--- src/sv/gaps_pkg.sv ---
// Shared types, constants and helpers for the grid A* path search block.
`default_nettype none
package gaps_pkg;

  localparam int GRID_SIDE  = 16;
  localparam int CELL_W     = 8;
  localparam int COORD_W    = 4;
  localparam int CELL_COUNT = GRID_SIDE * GRID_SIDE;
  localparam int PATH_DEPTH = 256;
  localparam int LEN_W      = 9;
  localparam int COST_W     = 9;
  localparam int EST_W      = 5;
  localparam int F_W        = 10;
  localparam int LIMIT_W    = 16;

  localparam logic [COST_W-1:0]  COST_INF      = '1;
  localparam logic [LIMIT_W-1:0] LIMIT_RESET   = 16'd1000;
  localparam logic [LEN_W-1:0]   PATH_FULL_LEN = LEN_W'(PATH_DEPTH);

  localparam logic [1:0] ACT_MAP_WRITE = 2'd0;
  localparam logic [1:0] ACT_SEARCH    = 2'd1;
  localparam logic [1:0] ACT_PATH_READ = 2'd2;

  localparam logic [3:0] SIDE_UP    = 4'h1;
  localparam logic [3:0] SIDE_RIGHT = 4'h2;
  localparam logic [3:0] SIDE_DOWN  = 4'h4;
  localparam logic [3:0] SIDE_LEFT  = 4'h8;

  // per-cell search record
  typedef struct packed {
    logic [COST_W-1:0] cost;
    logic [EST_W-1:0]  est;
    logic              no_parent;
    logic [CELL_W-1:0] parent;
    logic              closed;
  } node_t;

  typedef struct packed {
    logic              busy;
    logic              done;
    logic              found;
    logic [LEN_W-1:0]  length;
  } eng_stat_t;

  typedef struct packed {
    logic              we;
    logic [CELL_W-1:0] addr;
    logic [CELL_W-1:0] loc;
  } path_wr_t;

  function automatic logic [EST_W-1:0] manhattan(input logic [CELL_W-1:0] a,
                                                 input logic [CELL_W-1:0] b);
    logic [COORD_W-1:0] dx;
    logic [COORD_W-1:0] dy;
    dx = (a[7:4] > b[7:4]) ? a[7:4] - b[7:4] : b[7:4] - a[7:4];
    dy = (a[3:0] > b[3:0]) ? a[3:0] - b[3:0] : b[3:0] - a[3:0];
    return EST_W'(dx) + EST_W'(dy);
  endfunction

endpackage
`default_nettype wire

--- src/sv/gaps_path_store.sv ---
// Path store memory: written by the search engine, read by path read items.
`default_nettype none
module gaps_path_store (
  input  wire logic                     clk,
  input  wire gaps_pkg::path_wr_t       wr,
  input  wire logic [gaps_pkg::CELL_W-1:0] raddr,
  output logic      [gaps_pkg::CELL_W-1:0] rdata_r
);
  import gaps_pkg::*;

  logic [CELL_W-1:0] mem [PATH_DEPTH];

  always_ff @(posedge clk) begin
    if (wr.we) begin
      mem[wr.addr] <= wr.loc;
    end
    rdata_r <= mem[raddr];
  end

endmodule
`default_nettype wire

--- config.mk ---
export PLATFORM = sky130hd
export DESIGN_NAME = gaps_path_store
export DESIGN_NICKNAME = d
export VERILOG_FILES = /design/src/sv/gaps_pkg.sv /design/src/sv/gaps_path_store.sv
export SDC_FILE = /design/constraint.sdc
export NUM_CORES = 2
export LEC_CHECK = 0
export ABC_CLOCK_PERIOD_IN_PS = 4140
export BUFFER_PORTS_ARGS = -buffer_cell sky130_fd_sc_hd__buf_2
export CAP_MARGIN = 20
export CORE_MARGIN = 2
export CORE_UTILIZATION = 68
export CTS_CLUSTER_SIZE = 20
export DETAILED_ROUTE_END_ITERATION = 10
export PLACE_DENSITY = 0.85
export RECOVER_POWER = 25
export SLEW_MARGIN = 10
export SYNTH_ARGS = -nofsm -noshare
export SYNTH_HDL_FRONTEND = slang
export SYNTH_SLANG_ARGS = --single-unit
--- constraint.sdc ---
create_clock -name clk -period 4.14 [get_ports clk]
set_input_delay 0.414 -clock clk [delete_from_list [all_inputs] [get_ports clk]]
set_output_delay 0.414 -clock clk [all_outputs]
set_load 0.1 [all_outputs]
## Word-level counts from Yosys, hierarchy flattened

Memory sizes are Yosys's and may differ from the RTL's. A register that Yosys moved wholly into a read port is not among the register bits.
Cells that the tools add are included.

| operators by class | value |
|---|---|
| shift-type cells | 0 |
| $mul | 0 |
| reduce and logical (&&, ||, !) cells | 0 |
| add/sub/neg operators | 0 |
| divide/modulo/power cells | 0 |
| magnitude comparators | 0 |
| bitwise logic cells | 0 |
| muxes and demuxes | 2 |
| eq/ne operators | 0 |

Operators with widths:

| kind | count |
|---|---|
| two-way mux 1 bit | 2 |

| storage, ports and cells | value |
|---|---|
| input bits | 26 |
| logic and storage cells | 3 |
| register bits after elaboration | 0 |
| bits in writable memories | 2048 |
| memories kept | 1 |
| memory bits (read-only) | 0 |
| bits in latches | 0 |

Memories:

| memory | words | width | rd ports | clocked after Yosys merged registers in | wr ports | RTL line | source |
|---|---|---|---|---|---|---|---|
| mem | 256 | 8 | 1 | 1 | 1 | gaps_path_store.sv:11 | `logic [CELL_W-1:0] mem [PATH_DEPTH];` |

## Logic depth before layout (Yosys ltp)

| depth | value |
|---|---|
| word-level depth | 2 |
| depth in mapped cells | 11 |
| mapped depth without buffers | 6 |

## Worst setup path after synthesis

Ideal clock, no wire load.

| path | value |
|---|---|
| path kind | input-to-reg |
| from | in raddr[0] (netlist bit) |
| to | reg rdata_r[2] (netlist bit), read port of mem |
| data arrival time | 2221 ps |
| cell stages on the path | 9 |
| path buffers | 4 |
| library setup time | 131 ps |
| slack | 1788 ps |
| cell sequence | buf_6 -> buf_12 -> buf_8 -> buf_2 -> mux4_2 -> a22oi_1 -> a21oi_1 -> nor4_1 -> nor4_2 |

RTL lines:

| element | RTL line | source |
|---|---|---|
| start, declared | gaps_path_store.sv:6 | `input wire logic [gaps_pkg::CELL_W-1:0] raddr,` |
| end, declared | gaps_path_store.sv:7 | `output logic [gaps_pkg::CELL_W-1:0] rdata_r` |

## Final worst setup path

| path | value |
|---|---|
| from | in wr[7] (netlist bit) |
| to | mem mem[152][7] (data pin) |

RTL lines:

| element | RTL line | source |
|---|---|---|
| start, declared | gaps_path_store.sv:5 | `input wire gaps_pkg::path_wr_t wr,` |
| end, declared | gaps_path_store.sv:11 |  |

No word-level cell before the write port.

==> metrics.yaml <==
outcome:
  status: "complete, but fails checks"
  violations: "max-capacitance violations, max-slew violations"
yosys:
  netlist_area_sq_um: 79560
  syn-num-nets: 3759
  synth_top_area_share_pct: 77.30
  synth_commonest_cells: "edfxtp_1 (2,048), mux4_2 (454), nor2_1 (282)"
  syn_inst: 3733
  syn_avg_cell_area_sq_um: 21.31
  synth_edf_count: 2048
  ys_ff_latch: 2056
  yosys.area.top_type: "edfxtp_1"
  synth-warning-count: 0
  yosysMostFrequentCell: "edfxtp_1"
  synthTopCellsByArea: "edfxtp_1 (77%), mux4_2 (13%), mux2i_1 (1.7%)"
  synth_seq_area_share_pct: 77.50
  async_reset_ff_share_pct: 0
  ys_types: 55
  ys.flop_type: "edfxtp_1"
finish:
  postLayoutCellArea_sq_um: 88030
  layout-drive-gt1-share_pct: 23.18
  fin_nets: 3940
  stdcell_count: 5598
  area_growth_pct: 10.65
floorplan:
  core_area_sq_um: 116000
  num_rows: 125
  die_w_um: 346.0
  io_pins: 34
  die_area_sq_um: 119700
  initial_core_util_pct: 68.55
  die_h_um: 346.0
place:
  hpwl_um: 124500
  gp_congestion: 0.9619
  dp_slack_ns: 0.2286
  place_area_sq_um: 81980
  port-buffer-count: 33
  dp.cells: 5242
worst_setup_path:
  cp_num_buf_inv: 2
  worst_setup_path_end_kind: "register"
  required_ns: 4.69
  cp.depth: 2
  cp_cell_sequence: "clkbuf_2 -> buf_4"
  cpMaxStageDelayCell: "clkbuf_2"
  critPathMaxStageDelay_ns: 2.39
  cp.arrival_ns: 3.77
  cp_max_fo: 149
  cp_top_family: "buffers and inverters"
  worstSetupPathType: "in -> reg"
  start_kind: "input port"
  rr_worst_depth: 6
sta:
  fin_ws_ns: 0.9219
  finalHoldViolations: 0
  final.period_utilization_pct: 77.73
  rsz0062_at_grt: "no"
  max_slew_margin_pct: -143.7
  clock.fmax_ghz: 0.3107
  tns_ns: 0
  period_needed_ns: 3.218
  drv_slew: 893
  tightest_slew_ns: 3.656
  fin_worst_skew_ns: 0.04396
  setup_viol_count_final: 0
grt:
  grt_max_degree: 157
  grt_pass1_wl_um: 319700
  overflow: 0
  antenna_found_initial: 13
  track_usage_pct: 37.97
  grt_pass1_vias: 43660
power:
  share_seq_of_total_power_pct: 53.7
  ir_drop_v: 0.0005531
  combPwrFrac_pct: 5.4
  p_sw_share_pct: 22.19
  p_int_mw: 33.39
  power_leakage_nw: 27.38
  p_sw_mw: 9.521
  clock_power_share_pct: 40.9
  p_per_area_nw_per_um2: 487.5
routing:
  via_per_inst: 7.740
  ant_nets: 0
  drt_iter0_drc: 8083
  drc_errors: 0
  wirelength_um: 223800
  vias: 43330
  wl_per_cell_um: 39.98
  first_pass_iters: 8
cts:
  clockBufferDepth: 3
  cts-resized-gates: 0
  cts_sinks: 2056
  path_clk_slew_ns: 0.06
  cts_hold_buf: 0
  clk_latency_ns: 0.84
  cts_tree: "built"
  cts-buffers-inserted: 192
  cts_setup_buffers: 0
  root_buffer: "clkbuf_16"
  htree_levels: 4
hold_path:
  hold_path.class: "in -> reg"
  min_delay_path_depth: 1
job:
  cap_violations: 7
==> cells by family after synthesis <==
family                 share of synthesized area, %
flip-flops                                    77.50
multiplexers                                  14.62
AND/OR/NAND/NOR                               2.628
AO/OA/AOI/OAI                                 3.419
buffers and inverters                         1.831
==> registers in the layout, indices dropped and copies added, names as in the netlist <==
register / count
mem: 2048
rdata_r: 8
==> power groups by stage <==
stage	sequential, mW	combinational [mW]	clock [mW]
6_report	23.0	2.32	17.6
3_3_place_gp	23.4	2.08	0
2_1_floorplan	23.5	1.11	0
3_5_place_dp	23.4	2.16	0
5_1_grt	23.0	2.35	18.2
4_1_cts	23.0	2.24	17.5
==> routing by layer <==
layer / GRT usage (%) / vias to the layer above / share of wire [%]
met5: 0 / - / 0.041
met3: 11.28 / 1048 / 15
met4: 20.92 / 12 / 7.0
li1: - / 16030 / -
met1: 48.94 / 21580 / 31
met2: 59.12 / 4659 / 48
==> cell usage in the layout (no fill, tap or decap), drive strengths merged, types with 28 or more instances in the layout <==
master / synthesis / final
nor2: 282 / 282
clkbuf: 111 / 254
mux2i: 134 / 134
o22ai: 28 / 28
o221ai: 47 / 47
clkinv: 1 / 82
edfxtp: 2048 / 2048
nand2: 33 / 33
mux4: 456 / 456
nor2b: 31 / 31
buf: 122 / 212
nand3: 34 / 34
a21oi: 96 / 96
a22oi: 133 / 133
==> metrics by stage <==
| step | util, % | hold WS, ns | power (mW) |
|---|---|---|---|
| 4_1_cts | 75.88 | 0.1688 | 42.73 |
| 5_1_grt | 75.84 | 0.2136 | 43.54 |
| 3_3_place_gp | 70.63 | 1.009 | 25.51 |
| 3_5_place_dp | 70.64 | 1.032 | 25.60 |
| 2_1_floorplan | - | 0.5129 | 24.63 |
| 6_report | 75.85 | 0.2172 | 42.91 |
==> final timing paths <==
kind                  to  slack, ns  startpoint
max          mem[152][7]       0.92       wr[7]
min          mem[227][1]       0.22       wr[1]
max reg2reg   rdata_r[3]       1.07  mem[27][3]
min reg2reg   rdata_r[2]       1.18  mem[32][2]
==> final cells by class <==
type | count | area (sq um)
antenna | 5 | 12.51
clock buffer | 246 | 5135
clock inverter | 103 | 943.4
fill | 5410 | 28020
inverter | 2 | 7.507
multi-input combinational | 1442 | 16480
sequential | 2056 | 61660
tap | 1524 | 1907
timing repair buffer | 220 | 1886
Note: power is estimated with default switching activity, not from simulation.
